## src/rtl/core/acc_pkg.sv

```systemverilog
// shared types and constants of the alarm clock core
`default_nettype none

package acc_pkg;

	localparam int DIGIT_COUNT = 6;
	localparam int DIGIT_W     = 4;
	localparam int TPS_W       = 16;
	localparam int CURSOR_W    = 3;

	localparam logic [TPS_W-1:0]    TPS_RESET   = 16'd2000;
	localparam logic [CURSOR_W-1:0] CURSOR_FULL = CURSOR_W'(DIGIT_COUNT);

	// request codes
	localparam logic [2:0] REQ_TICK      = 3'd0;
	localparam logic [2:0] REQ_SET_MODE  = 3'd1;
	localparam logic [2:0] REQ_DIGIT     = 3'd2;
	localparam logic [2:0] REQ_BACKSPACE = 3'd3;
	localparam logic [2:0] REQ_CONFIRM   = 3'd4;
	localparam logic [2:0] REQ_CANCEL    = 3'd5;

	// digit values
	localparam logic [DIGIT_W-1:0] BLANK_DIGIT    = 4'd10;
	localparam logic [DIGIT_W-1:0] LAST_DIGIT     = 4'd9;
	localparam logic [DIGIT_W-1:0] LAST_TENS      = 4'd5;
	localparam logic [DIGIT_W-1:0] HOUR_TENS_WRAP = 4'd2;
	localparam logic [DIGIT_W-1:0] HOUR_ONES_WRAP = 4'd4;

	// digit positions, most significant first
	localparam int POS_HOUR_TENS   = 0;
	localparam int POS_HOUR_ONES   = 1;
	localparam int POS_MINUTE_TENS = 2;
	localparam int POS_MINUTE_ONES = 3;
	localparam int POS_SECOND_TENS = 4;
	localparam int POS_SECOND_ONES = 5;

	typedef logic [DIGIT_W-1:0] digit_t;
	typedef digit_t [DIGIT_COUNT-1:0] digits_t;

	typedef struct packed {
		logic [2:0] req_type;
		logic [3:0] key_digit;
	} req_t;

	typedef struct packed {
		logic [1:0] hour_tens;
		logic [3:0] hour_ones;
		logic [2:0] minute_tens;
		logic [3:0] minute_ones;
		logic [2:0] second_tens;
		logic [3:0] second_ones;
		logic       alarm_armed;
		logic       alarm_ringing;
		logic       buzzer_level;
		logic [2:0] entry_cursor;
		logic       setting_mode;
	} rsp_t;

endpackage

`default_nettype wire

```

## src/rtl/core/acc_timekeeper.sv

```systemverilog
// tick prescaler and hh:mm:ss bcd time counter
`default_nettype none

module acc_timekeeper (
	input  wire logic                     clk,
	input  wire logic                     arst_n,
	input  wire logic                     tick,
	input  wire logic [acc_pkg::TPS_W-1:0] ticks_per_second,
	output acc_pkg::digits_t               time_next
);
	import acc_pkg::*;

	logic [TPS_W-1:0] prescaler_q;
	logic [TPS_W-1:0] prescaler_inc;
	logic [TPS_W-1:0] prescaler_d;
	logic             second;
	digits_t          time_q;

	always_comb begin
		prescaler_inc = prescaler_q + TPS_W'(1);
		second        = (prescaler_inc >= ticks_per_second);
		prescaler_d   = second ? '0 : prescaler_inc;
	end

	// ripple the carry through the digits
	always_comb begin
		time_next = time_q;
		if (tick && second) begin
			if (time_q[POS_SECOND_ONES] != LAST_DIGIT) begin
				time_next[POS_SECOND_ONES] = time_q[POS_SECOND_ONES] + 4'd1;
			end else begin
				time_next[POS_SECOND_ONES] = '0;
				if (time_q[POS_SECOND_TENS] != LAST_TENS) begin
					time_next[POS_SECOND_TENS] = time_q[POS_SECOND_TENS] + 4'd1;
				end else begin
					time_next[POS_SECOND_TENS] = '0;
					if (time_q[POS_MINUTE_ONES] != LAST_DIGIT) begin
						time_next[POS_MINUTE_ONES] = time_q[POS_MINUTE_ONES] + 4'd1;
					end else begin
						time_next[POS_MINUTE_ONES] = '0;
						if (time_q[POS_MINUTE_TENS] != LAST_TENS) begin
							time_next[POS_MINUTE_TENS] = time_q[POS_MINUTE_TENS] + 4'd1;
						end else begin
							time_next[POS_MINUTE_TENS] = '0;
							if (time_q[POS_HOUR_ONES] != LAST_DIGIT) begin
								time_next[POS_HOUR_ONES] = time_q[POS_HOUR_ONES] + 4'd1;
							end else begin
								time_next[POS_HOUR_ONES] = '0;
								time_next[POS_HOUR_TENS] = time_q[POS_HOUR_TENS] + 4'd1;
							end
							// midnight
							if (time_next[POS_HOUR_TENS] >= HOUR_TENS_WRAP &&
									time_next[POS_HOUR_ONES] >= HOUR_ONES_WRAP) begin
								time_next[POS_HOUR_TENS] = '0;
								time_next[POS_HOUR_ONES] = '0;
							end
						end
					end
				end
			end
		end
	end

	always_ff @(posedge clk or negedge arst_n) begin
		if (!arst_n) begin
			prescaler_q <= '0;
			time_q      <= '0;
		end else begin
			if (tick) begin
				prescaler_q <= prescaler_d;
			end
			time_q <= time_next;
		end
	end

endmodule

`default_nettype wire

```

## src/rtl/core/alarm_clock_core.sv

```systemverilog
// top level of the alarm clock core: request decode, alarm entry and result register
`default_nettype none

// Time-of-day clock with a keypad-entered alarm. Each accepted request gives
// exactly one result showing the clock state after that request. Tick requests
// drive a prescaler; every ticks_per_second ticks (0 counts as 1) the HH:MM:SS
// counter steps one second, wrapping at 24 hours. Key requests enter setting
// mode, type alarm digits (0..9, ignored outside setting mode or when six are
// in), backspace, confirm, and cancel a ringing alarm. Once six digits are in
// and a confirm has been seen, the alarm is armed; while armed, a full match of
// time and alarm digits starts ringing and each tick then toggles the buzzer.
// Rate: one request per clock while res_ready keeps the result register free. A
// request is held in an input stage register and its result is written to the
// result register when that register is free or being emptied; the state update
// is a single pass through the decode and bcd carry logic. The result register
// lets the next request be taken while a finished result still waits.
// ticks_per_second is written through cfg_we/cfg_data; the user must write it
// only while no request is in flight, which the block does not enforce.
module alarm_clock_core (
	input  wire logic                      clk,
	input  wire logic                      arst_n,
	// request channel
	input  wire logic                      req_valid,
	output logic                           req_ready,
	input  wire acc_pkg::req_t              req,
	// result channel
	output logic                           res_valid,
	input  wire logic                      res_ready,
	output acc_pkg::rsp_t                   res,
	// configuration
	input  wire logic                      cfg_we,
	input  wire logic [acc_pkg::TPS_W-1:0] cfg_data
);
	import acc_pkg::*;

	// configuration register
	logic [TPS_W-1:0] tps_q;

	// input stage
	logic req_valid_s1;
	req_t req_s1;

	// result register
	logic res_valid_q;
	rsp_t res_q;

	// alarm and entry state
	digits_t             alarm_q, alarm_d;
	logic [CURSOR_W-1:0] cursor_q, cursor_d;
	logic                mode_q, mode_d;
	logic                confirm_q, confirm_d;
	logic                armed_q, armed_d;
	logic                ringing_q, ringing_d;
	logic                buzzer_q, buzzer_d;

	logic    advance;
	logic    is_tick;
	digits_t time_next;
	rsp_t    res_d;

	// the stage item moves on when the result register is free or being emptied
	assign advance   = req_valid_s1 && (!res_valid_q || res_ready);
	assign req_ready = !req_valid_s1 || advance;

	// tick decode kept apart from the state update, which reads the new time
	assign is_tick = (req_s1.req_type == REQ_TICK);

	acc_timekeeper u_timekeeper (
		.clk              (clk),
		.arst_n           (arst_n),
		.tick             (advance && is_tick),
		.ticks_per_second (tps_q),
		.time_next        (time_next)
	);

	// request decode and alarm state update
	always_comb begin
		alarm_d   = alarm_q;
		cursor_d  = cursor_q;
		mode_d    = mode_q;
		confirm_d = confirm_q;
		armed_d   = armed_q;
		ringing_d = ringing_q;
		buzzer_d  = buzzer_q;

		unique case (req_s1.req_type)
			REQ_TICK: begin
				// buzzer follows the ringing state from before this tick
				if (ringing_q) begin
					buzzer_d = ~buzzer_q;
				end
			end
			REQ_SET_MODE: begin
				mode_d = 1'b1;
			end
			REQ_DIGIT: begin
				if (mode_q && req_s1.key_digit <= LAST_DIGIT && cursor_q < CURSOR_FULL) begin
					alarm_d[cursor_q] = req_s1.key_digit;
					cursor_d          = cursor_q + CURSOR_W'(1);
				end
			end
			REQ_BACKSPACE: begin
				// works in any mode, nothing to do on an empty entry
				if (cursor_q != '0) begin
					cursor_d          = cursor_q - CURSOR_W'(1);
					alarm_d[cursor_d] = BLANK_DIGIT;
				end
			end
			REQ_CONFIRM: begin
				confirm_d = 1'b1;
			end
			REQ_CANCEL: begin
				// cursor and armed flag stay as they are
				if (ringing_q) begin
					ringing_d = 1'b0;
					mode_d    = 1'b0;
					buzzer_d  = 1'b0;
					alarm_d   = {DIGIT_COUNT{BLANK_DIGIT}};
				end
			end
			default: begin
				// unused request codes only report the state
			end
		endcase

		// full entry plus a pending confirm arms the alarm
		if (cursor_d == CURSOR_FULL && confirm_d) begin
			cursor_d  = '0;
			confirm_d = 1'b0;
			armed_d   = 1'b1;
		end

		// compare against the time after this request
		if (armed_d && time_next == alarm_d) begin
			ringing_d = 1'b1;
		end
	end

	// result fields
	always_comb begin
		res_d.hour_tens     = time_next[POS_HOUR_TENS][1:0];
		res_d.hour_ones     = time_next[POS_HOUR_ONES];
		res_d.minute_tens   = time_next[POS_MINUTE_TENS][2:0];
		res_d.minute_ones   = time_next[POS_MINUTE_ONES];
		res_d.second_tens   = time_next[POS_SECOND_TENS][2:0];
		res_d.second_ones   = time_next[POS_SECOND_ONES];
		res_d.alarm_armed   = armed_d;
		res_d.alarm_ringing = ringing_d;
		res_d.buzzer_level  = buzzer_d;
		res_d.entry_cursor  = cursor_d;
		res_d.setting_mode  = mode_d;
	end

	// configuration register
	always_ff @(posedge clk or negedge arst_n) begin
		if (!arst_n) begin
			tps_q <= TPS_RESET;
		end else if (cfg_we) begin
			tps_q <= cfg_data;
		end
	end

	// input stage
	always_ff @(posedge clk or negedge arst_n) begin
		if (!arst_n) begin
			req_valid_s1 <= 1'b0;
		end else if (req_ready) begin
			req_valid_s1 <= req_valid;
		end
	end

	always_ff @(posedge clk) begin
		if (req_valid && req_ready) begin
			req_s1 <= req;
		end
	end

	// alarm and entry state, committed when the request is processed
	always_ff @(posedge clk or negedge arst_n) begin
		if (!arst_n) begin
			alarm_q   <= {DIGIT_COUNT{BLANK_DIGIT}};
			cursor_q  <= '0;
			mode_q    <= 1'b0;
			confirm_q <= 1'b0;
			armed_q   <= 1'b0;
			ringing_q <= 1'b0;
			buzzer_q  <= 1'b0;
		end else if (advance) begin
			alarm_q   <= alarm_d;
			cursor_q  <= cursor_d;
			mode_q    <= mode_d;
			confirm_q <= confirm_d;
			armed_q   <= armed_d;
			ringing_q <= ringing_d;
			buzzer_q  <= buzzer_d;
		end
	end

	// result register
	always_ff @(posedge clk or negedge arst_n) begin
		if (!arst_n) begin
			res_valid_q <= 1'b0;
		end else if (advance) begin
			res_valid_q <= 1'b1;
		end else if (res_ready) begin
			res_valid_q <= 1'b0;
		end
	end

	always_ff @(posedge clk) begin
		if (advance) begin
			res_q <= res_d;
		end
	end

	assign res_valid = res_valid_q;
	assign res       = res_q;

endmodule

`default_nettype wire
```

## config.mk

```make
export PLATFORM = sky130hd
export DESIGN_NAME = alarm_clock_core
export DESIGN_NICKNAME = d
export VERILOG_FILES = /design/src/rtl/core/acc_pkg.sv /design/src/rtl/core/acc_timekeeper.sv /design/src/rtl/core/alarm_clock_core.sv
export SDC_FILE = /design/constraint.sdc
export NUM_CORES = 1
export LEC_CHECK = 0
export ABC_CLOCK_PERIOD_IN_PS = 6900
export BUFFER_PORTS_ARGS = -buffer_cell sky130_fd_sc_hd__clkbuf_2
export CAP_MARGIN = 30
export CORE_MARGIN = 2
export CORE_UTILIZATION = 61
export CTS_BUF_LIST = sky130_fd_sc_hd__clkbuf_4 sky130_fd_sc_hd__clkbuf_8 sky130_fd_sc_hd__clkbuf_16
export CTS_CLUSTER_SIZE = 40
export DETAILED_ROUTE_END_ITERATION = 10
export GPL_TIMING_DRIVEN = 0
export PLACE_DENSITY_LB_ADDON = 0.1
export SYNTH_ARGS = -nofsm -noshare
export SYNTH_HDL_FRONTEND = slang
export SYNTH_SLANG_ARGS = --single-unit
```

## constraint.sdc

```tcl
create_clock -name clk -period 6.9 [get_ports clk]
set_clock_uncertainty 0.2 [all_clocks]
set_input_delay 0.345 -clock clk [delete_from_list [all_inputs] [get_ports clk]]
set_output_delay 0.345 -clock clk [all_outputs]
set_load 0.01 [all_outputs]
```

# Word-level counts from Yosys, hierarchy flattened
# Index checks and enable logic that the tools add are counted.
# op_classes
add_sub_neg,9
order_cmp,9
eq_ne,12
mux,48
n_bitwise,4
reduce_logical,18
# ops
op,n
24-bit two-way mux,4
4-bit two-way mux,18
24-bit case mux with 3 select lines,1
16-bit two-way mux,2
4-bit by 1-bit adder with 4-bit output (second input constant),6
24-bit bitwise mux,1
4-bit demux with 3-bit select,2
24-bit equality test,1
20-bit two-way mux,1
16-bit by 1-bit adder with 16-bit output (second input constant),1
16-bit greater-or-equal comparator,1
8-bit two-way mux,2
12-bit bitwise AND,1
12-bit two-way mux,1
4-bit != test (second input constant),3
12-bit inverter,1
12-bit bitwise OR,1
1-bit logical AND,11
1-bit two-way mux,10
3-bit equality test (second input constant),3
3-bit two-way mux,3
3-bit by 4-bit less-than comparator with 1-bit output (second input constant),2
4-bit by 3-bit != test with 1-bit output (second input constant),2
3-bit by 2-bit equality test with 1-bit output (second input constant),2
other kinds (16),20
# totals
register_bits,124
input_bits,28
output_inout_bits,29

# Depth between registers and ports, before layout
# depth
depth_word,18
mapped_depth,19
ltp_nobuf,18

# Modules after synthesis
# Synthesis repeated with hierarchy kept, for this count alone.
# unflattened
hier_cells,800
area_unflattened_um2,7747.4
# by_module_without_submodules
mod,instances,cells_each,area_each_um2
alarm_clock_core,1,502,4978.5
acc_timekeeper,1,298,2768.9

# Worst setup path before layout
# Ideal clock, no wire load.
# synth_timing
path_kind,register -> register
start,register u_timekeeper.prescaler_q[0]
end,"register res_q, in the netlist res[5], data pin"
setup_ps,256
t_arrival_ps,4351
required_ps,6444
path_slack_ps,2093
path_stages_with_launch,19
path_buffers,0
period_less_slack_ps,4807
cell_sequence,dfrtp_1 -> ha_1 -> nand3_1 -> nor2_1 -> and3_1 -> and3_1 -> nand3_1 -> xnor2_1 -> ha_1 -> nand4_1 -> or3_1 -> o31ai_1 -> o31ai_2 -> or3b_2 -> and3_1 -> o211ai_1 -> nor4b_1 -> and3_1 -> a22o_1
# synth_via
elab_chain_len,7
# synth_lines
element,line_no,rtl
"start, declared",acc_timekeeper.sv:13,logic [TPS_W-1:0] prescaler_q;
"start signal, assigned",acc_timekeeper.sv:70,prescaler_q <= prescaler_d;
16-bit by 1-bit adder with 16-bit output,acc_timekeeper.sv:20,prescaler_inc = prescaler_q + TPS_W'(1);
16-bit greater-or-equal comparator,acc_timekeeper.sv:21,second = (prescaler_inc >= ticks_per_second);
1-bit logical AND,acc_timekeeper.sv:28,if (tick && second) begin
24-bit two-way mux,acc_timekeeper.sv:28,
24-bit equality test,alarm_clock_core.sv:134,if (armed_d && time_next == alarm_d) begin
1-bit logical AND,alarm_clock_core.sv:134,
1-bit two-way mux,alarm_clock_core.sv:134,
named net ringing_d,alarm_clock_core.sv:53,"logic ringing_q, ringing_d;"
"end signal, assigned",alarm_clock_core.sv:212,res_q <= res_d;
"end, declared",alarm_clock_core.sv:45,rsp_t res_q;
# The timed path passes the listed nets, and every way through them passes these cells.
# A chain may end at the register's enable or synchronous reset.

==> tab_implementation.tex <==
\begin{tabular}{lr}
\hline
Metric & Value \\
\hline
\multicolumn{2}{l}{\textbf{Placement}} \\
\quad Post-detailed-placement half-perimeter wirelength & 13.8 mm \\
\quad Weighted congestion reported at the end of routability-driven placement & 1.00 \\
\quad Total of buffers placed on input and output ports & 56 \\
\quad Placement Cell Area & 7610 sq um \\
\multicolumn{2}{l}{\textbf{Synthesis}} \\
\quad Number of instances in the synthesized netlist & 758 \\
\quad Syn\_nets & 808 \\
\quad Flip-flop and latch count after synthesis & 124 \\
\quad Cell area after technology mapping & 7120 sq um \\
\quad Mean cell area of the mapped netlist & 9.39 sq um \\
\quad Number of enable-type register cells in the synthesized netlist & 34 \\
\quad Most frequently used flop master after synthesis & sky130\_fd\_sc\_hd\_\_dfrtp\_1 \\
\quad Yosys warns & 0 \\
\quad Post-synth cell types & 80 \\
\quad Portion of the post-synthesis area used by sequential elements & 0.463 \\
\quad Post-synthesis async set-or-reset flop share & 0.726 \\
\multicolumn{2}{l}{\textbf{Route}} \\
\quad Count of TritonRoute iterations in the first routing pass & 5 \\
\quad Final antenna-violating net count & 0 \\
\quad Remaining DRCs & 0 \\
\quad Average wire per cell in the routed design & 19.5 um \\
\quad Final Routed Wirelength & 19.8 mm \\
\quad Number of violations reported at the end of detailed-routing iteration 0 & 510 \\
\quad Via-to-Cell Ratio & 6.29 \\
\quad Via count & 6395 \\
\multicolumn{2}{l}{\textbf{Power and ir drop}} \\
\quad Net switching power & 0.779 mW \\
\quad Clock power share & 0.352 \\
\quad VDD IR-drop max & 0.261 mV \\
\quad Combinational share of power & 0.257 \\
\quad Internal power consumption & 1.60 mW \\
\quad Total power divided by cell area & 283 nW/um\^{}2 \\
\quad Cell leakage power & 3.61 nW \\
\quad Total power & 2.38 mW \\
\quad Share of total power consumed by net switching & 0.327 \\
\quad Share of power burned in registers & 0.391 \\
\multicolumn{2}{l}{\textbf{Setup path}} \\
\quad Worst reg-to-reg setup slack & 920 ps \\
\quad Endpoint of the worst register-to-register path & res[5] \\
\quad Crit Path Category & flip-flop to flip-flop \\
\quad FF-to-FF path depth & 19 \\
\quad Worst setup EP type & flip-flop \\
\quad Maximum fanout count along the critical path & 6 \\
\quad Signal arrival time at the worst endpoint & 6070 ps \\
\quad Crit path launch type & flip-flop \\
\quad Cell with the largest stage delay on the worst path & sky130\_fd\_sc\_hd\_\_o31ai\_1 \\
\quad Largest stage delay on the critical path & 500 ps \\
\quad Critical path required time & 6990 ps \\
\quad Reg-to-reg startpoint & u\_timekeeper.prescaler\_q[0] \\
\quad Crit path cell chain & ha\_1 -> nand3\_1 -> nor2\_1 -> and3\_1 -> and3\_1 -> nand3\_1 -> xnor2\_1 -> ha\_1 -> nand4\_1 -> or3\_1 -> o31ai\_1 -> nor3\_1 -> buf\_2 -> nor2\_2 -> a221oi\_1 -> o32ai\_1 -> o21ai\_0 -> nor4b\_1 -> a22o\_1 \\
\multicolumn{2}{l}{\textbf{Clock tree}} \\
\quad Depth of the CTS H-tree & 4 \\
\quad Clock sink count & 124 \\
\quad Post-CTS Repair Setup Buffers & 0 \\
\quad Clock latency at the later pin of the worst-skew pair & 430 ps \\
\quad Number of CTS-inserted buffers & 17 \\
\quad Maximum count of clock buffers along a single path & 2 \\
\quad CTS clk-pin slew, worst paths & 60 ps \\
\quad Clock root buffer & sky130\_fd\_sc\_hd\_\_clkbuf\_16 \\
\quad CTS tree & built \\
\multicolumn{2}{l}{\textbf{Cells and area}} \\
\quad Layout Area Growth over Synthesis & 18.3\% \\
\quad Footprint of the flip-flops and latches & 3300 sq um \\
\quad Final Instance Area & 8420 sq um \\
\quad Highest-count cells in the layout ignoring fill and taps & sky130\_fd\_sc\_hd\_\_nand2\_1 (119), sky130\_fd\_sc\_hd\_\_o21ai\_0 (82), sky130\_fd\_sc\_hd\_\_dfrtp\_1 (72), sky130\_fd\_sc\_hd\_\_clkbuf\_2 (56), sky130\_fd\_sc\_hd\_\_nor2\_1 (36) \\
\quad Ant diodes & 0 \\
\quad Layout Utilization & 0.737 \\
\quad Final nets & 910 \\
\quad \# fillers & 840 \\
\quad Most frequent standard cell in the layout excluding fill and tap cells & sky130\_fd\_sc\_hd\_\_nand2\_1 \\
\quad Fraction of final layout cells with drive strength greater than 1 & 0.158 \\
\quad Area of the multi-input gates & 3540 sq um \\
\multicolumn{2}{l}{\textbf{Floorplanning}} \\
\quad Number of placed I/O pins & 57 \\
\quad Area of the die & 12500 sq um \\
\quad Core area & 11400 sq um \\
\quad Floorplan die width & 112 um \\
\quad Height of the die & 112 um \\
\quad Starting density of the core & 0.623 \\
\quad Row count & 39 \\
\multicolumn{2}{l}{\textbf{Run status}} \\
\quad Outcome & complete, no violations \\
\multicolumn{2}{l}{\textbf{Min path}} \\
\quad Worst hold-check path type & input pin to flip-flop \\
\quad Hold path depth & 3 \\
\quad Beginning of the worst hold path & res\_ready \\
\quad Worst Hold Endpoint & res\_valid \\
\multicolumn{2}{l}{\textbf{STA}} \\
\quad Actual slew at the worst max-slew pin & 991 ps \\
\quad RSZ-0062 raised after global routing & no \\
\quad Number of max-slew violations in the final report & 0 \\
\quad Final critical-path share of the clock period & 0.867 \\
\quad Worst slew margin relative to its limit & 0.340 \\
\quad Sum Neg Setup Slack & 0 ps \\
\quad Time the worst path needs with I/O delays and setup & 5980 ps \\
\quad Peak clock frequency supported by timing & 0.167 GHz \\
\quad Final count of hold timing violations & 0 \\
\quad Final setup vio count & 0 \\
\multicolumn{2}{l}{\textbf{Global routing}} \\
\quad Remaining global-route overflow & 0 \\
\quad Number of global-route vias before repair & 6376 \\
\quad Global-route wire length before repair & 32.4 mm \\
\quad Number of antenna violations at the first check in global routing & 0 \\
\quad Global Route Usage Sum & 0.330 \\
\quad Maximum number of pins on one net before global-route repair & 67 \\
\multicolumn{2}{l}{\textbf{Job}} \\
\quad Number of max-cap violations & 0 \\
\hline
\end{tabular}
==> worst max-delay path, delay by kind of cell (launching register included) <==
kind            cells  cell delay (ps)
buf+inv             1              240
xor+xnor            1              170
flops               1              440
simple gates       10             2640
fa+ha+maj           2              560
compound gates      5             1600
==> cell families (layout without fill, tap and decap cells) <==
kind of cell | count (synthesis) | after routing | share of synthesized area
XOR/XNOR | 38 | 38 | 0.0487
AO/OA/AOI/OAI | 205 | 205 | 0.192
buffers and inverters | 70 | 185 | 0.0401
AND/OR/NAND/NOR | 291 | 291 | 0.205
multiplexers | 8 | 8 | 0.0125
flip-flops | 124 | 124 | 0.463
adder cells (fa/ha/maj) | 22 | 22 | 0.0387
==> cell type report <==
cell class                      count  share of cell area
Buffer                             36              0.0189
Clock buffer                       18              0.0514
Clock inverter                     14              0.0146
Inverter                           34              0.0152
Multi-Input combinational cell    564               0.420
Sequential cell                   124               0.391
Tap cell                          143              0.0213
Timing Repair Buffer               83              0.0672
==> cells in the mapped netlist, types with 5 or more instances <==
cell | n | share of area
sky130_fd_sc_hd__nor2_1 | 36 | 0.019
sky130_fd_sc_hd__nor2b_1 | 8 | 0.0070
sky130_fd_sc_hd__a22oi_1 | 9 | 0.0095
sky130_fd_sc_hd__dfrtp_1 | 72 | 0.25
sky130_fd_sc_hd__a22o_1 | 7 | 0.0086
sky130_fd_sc_hd__nand4_1 | 7 | 0.0062
sky130_fd_sc_hd__clkbuf_1 | 32 | 0.017
sky130_fd_sc_hd__o22ai_1 | 6 | 0.0053
sky130_fd_sc_hd__nor3_1 | 13 | 0.0091
sky130_fd_sc_hd__dfstp_2 | 18 | 0.066
sky130_fd_sc_hd__edfxtp_1 | 34 | 0.14
sky130_fd_sc_hd__xnor2_1 | 18 | 0.022
sky130_fd_sc_hd__ha_1 | 22 | 0.039
sky130_fd_sc_hd__nor3b_1 | 6 | 0.0063
sky130_fd_sc_hd__o2111ai_1 | 5 | 0.0062
sky130_fd_sc_hd__mux2_2 | 7 | 0.011
sky130_fd_sc_hd__and2_1 | 7 | 0.0062
sky130_fd_sc_hd__a21oi_1 | 19 | 0.013
sky130_fd_sc_hd__o21ai_0 | 82 | 0.058
sky130_fd_sc_hd__or3_1 | 7 | 0.0062
sky130_fd_sc_hd__o32ai_1 | 5 | 0.0062
sky130_fd_sc_hd__nand2_1 | 119 | 0.063
sky130_fd_sc_hd__inv_1 | 34 | 0.018
sky130_fd_sc_hd__xor2_1 | 19 | 0.023
sky130_fd_sc_hd__a31oi_1 | 9 | 0.0079
sky130_fd_sc_hd__o31ai_1 | 10 | 0.011
sky130_fd_sc_hd__and3_1 | 14 | 0.012
sky130_fd_sc_hd__nand3_1 | 26 | 0.018
sky130_fd_sc_hd__nand2b_1 | 13 | 0.011
==> per-layer routing <==
| layer | vias to the layer above | part of all wire | global-route usage |
|---|---|---|---|
| met5 | - | 0 | 0 |
| met4 | 0 | 0.028 | 0.135 |
| met3 | 44 | 0.070 | 0.0761 |
| met2 | 274 | 0.49 | 0.554 |
| met1 | 3113 | 0.41 | 0.418 |
| li1 | 2964 | - | - |
==> what timing repair did <==
action | in CTS | in global routing
endpoints found under the hold margin | 45 | 0
gates resized for setup | 0 | 0
hold buffers | 25 | 0
==> how the worst max path moves through the flow <==
| stage | startpoint | endpoint | slack (ps) |
|---|---|---|---|
| global route | u_timekeeper.prescaler_q[0] | res[5] | 490 |
| finish | u_timekeeper.prescaler_q[0] | res[5] | 920 |
| detailed placement | u_timekeeper.prescaler_q[0] | res[5] | 1080 |
| global placement | u_timekeeper.prescaler_q[0] | res[5] | 1070 |
| floorplan | u_timekeeper.prescaler_q[0] | res[5] | 2090 |
| CTS | u_timekeeper.prescaler_q[0] | res[5] | 990 |
==> power by group through the flow <==
| stage | Combinational [mW] | Sequential, mW | Clock, mW |
|---|---|---|---|
| finish | 0.611 | 0.930 | 0.837 |
| global route | 0.681 | 0.940 | 0.878 |
| CTS | 0.595 | 0.928 | 0.839 |
| detailed placement | 0.582 | 0.939 | 0 |
| global placement | 0.560 | 0.935 | 0 |
| floorplan | 0.404 | 0.935 | 0 |
==> metrics by stage <==
stage | setup WS, ps | hold WS (ps) | instances
floorplan | 2090 | -151 | 758
global placement | 1070 | 233 | 957
detailed placement | 1080 | 138 | 959
CTS | 989 | 2.15 | 1016
global route | 494 | 19.7 | 1016
finish | 921 | 21.4 | 1016
==> flip-flops by register name, summed over array words and instances, names as in the netlist <==
| name | cells |
|---|---|
| cursor_q | 3 |
| mode_q | 1 |
| req_s1 | 7 |
| u_timekeeper.time_q | 24 |
| alarm_q | 24 |
| ringing_q | 1 |
| u_timekeeper.prescaler_q | 16 |
| tps_q | 16 |
| res_valid | 1 |
| confirm_q | 1 |
| armed_q | 1 |
| res | 27 |
| buzzer_q | 1 |
| req_valid_s1 | 1 |
No activity file was read; power rests on OpenSTA's default activity.
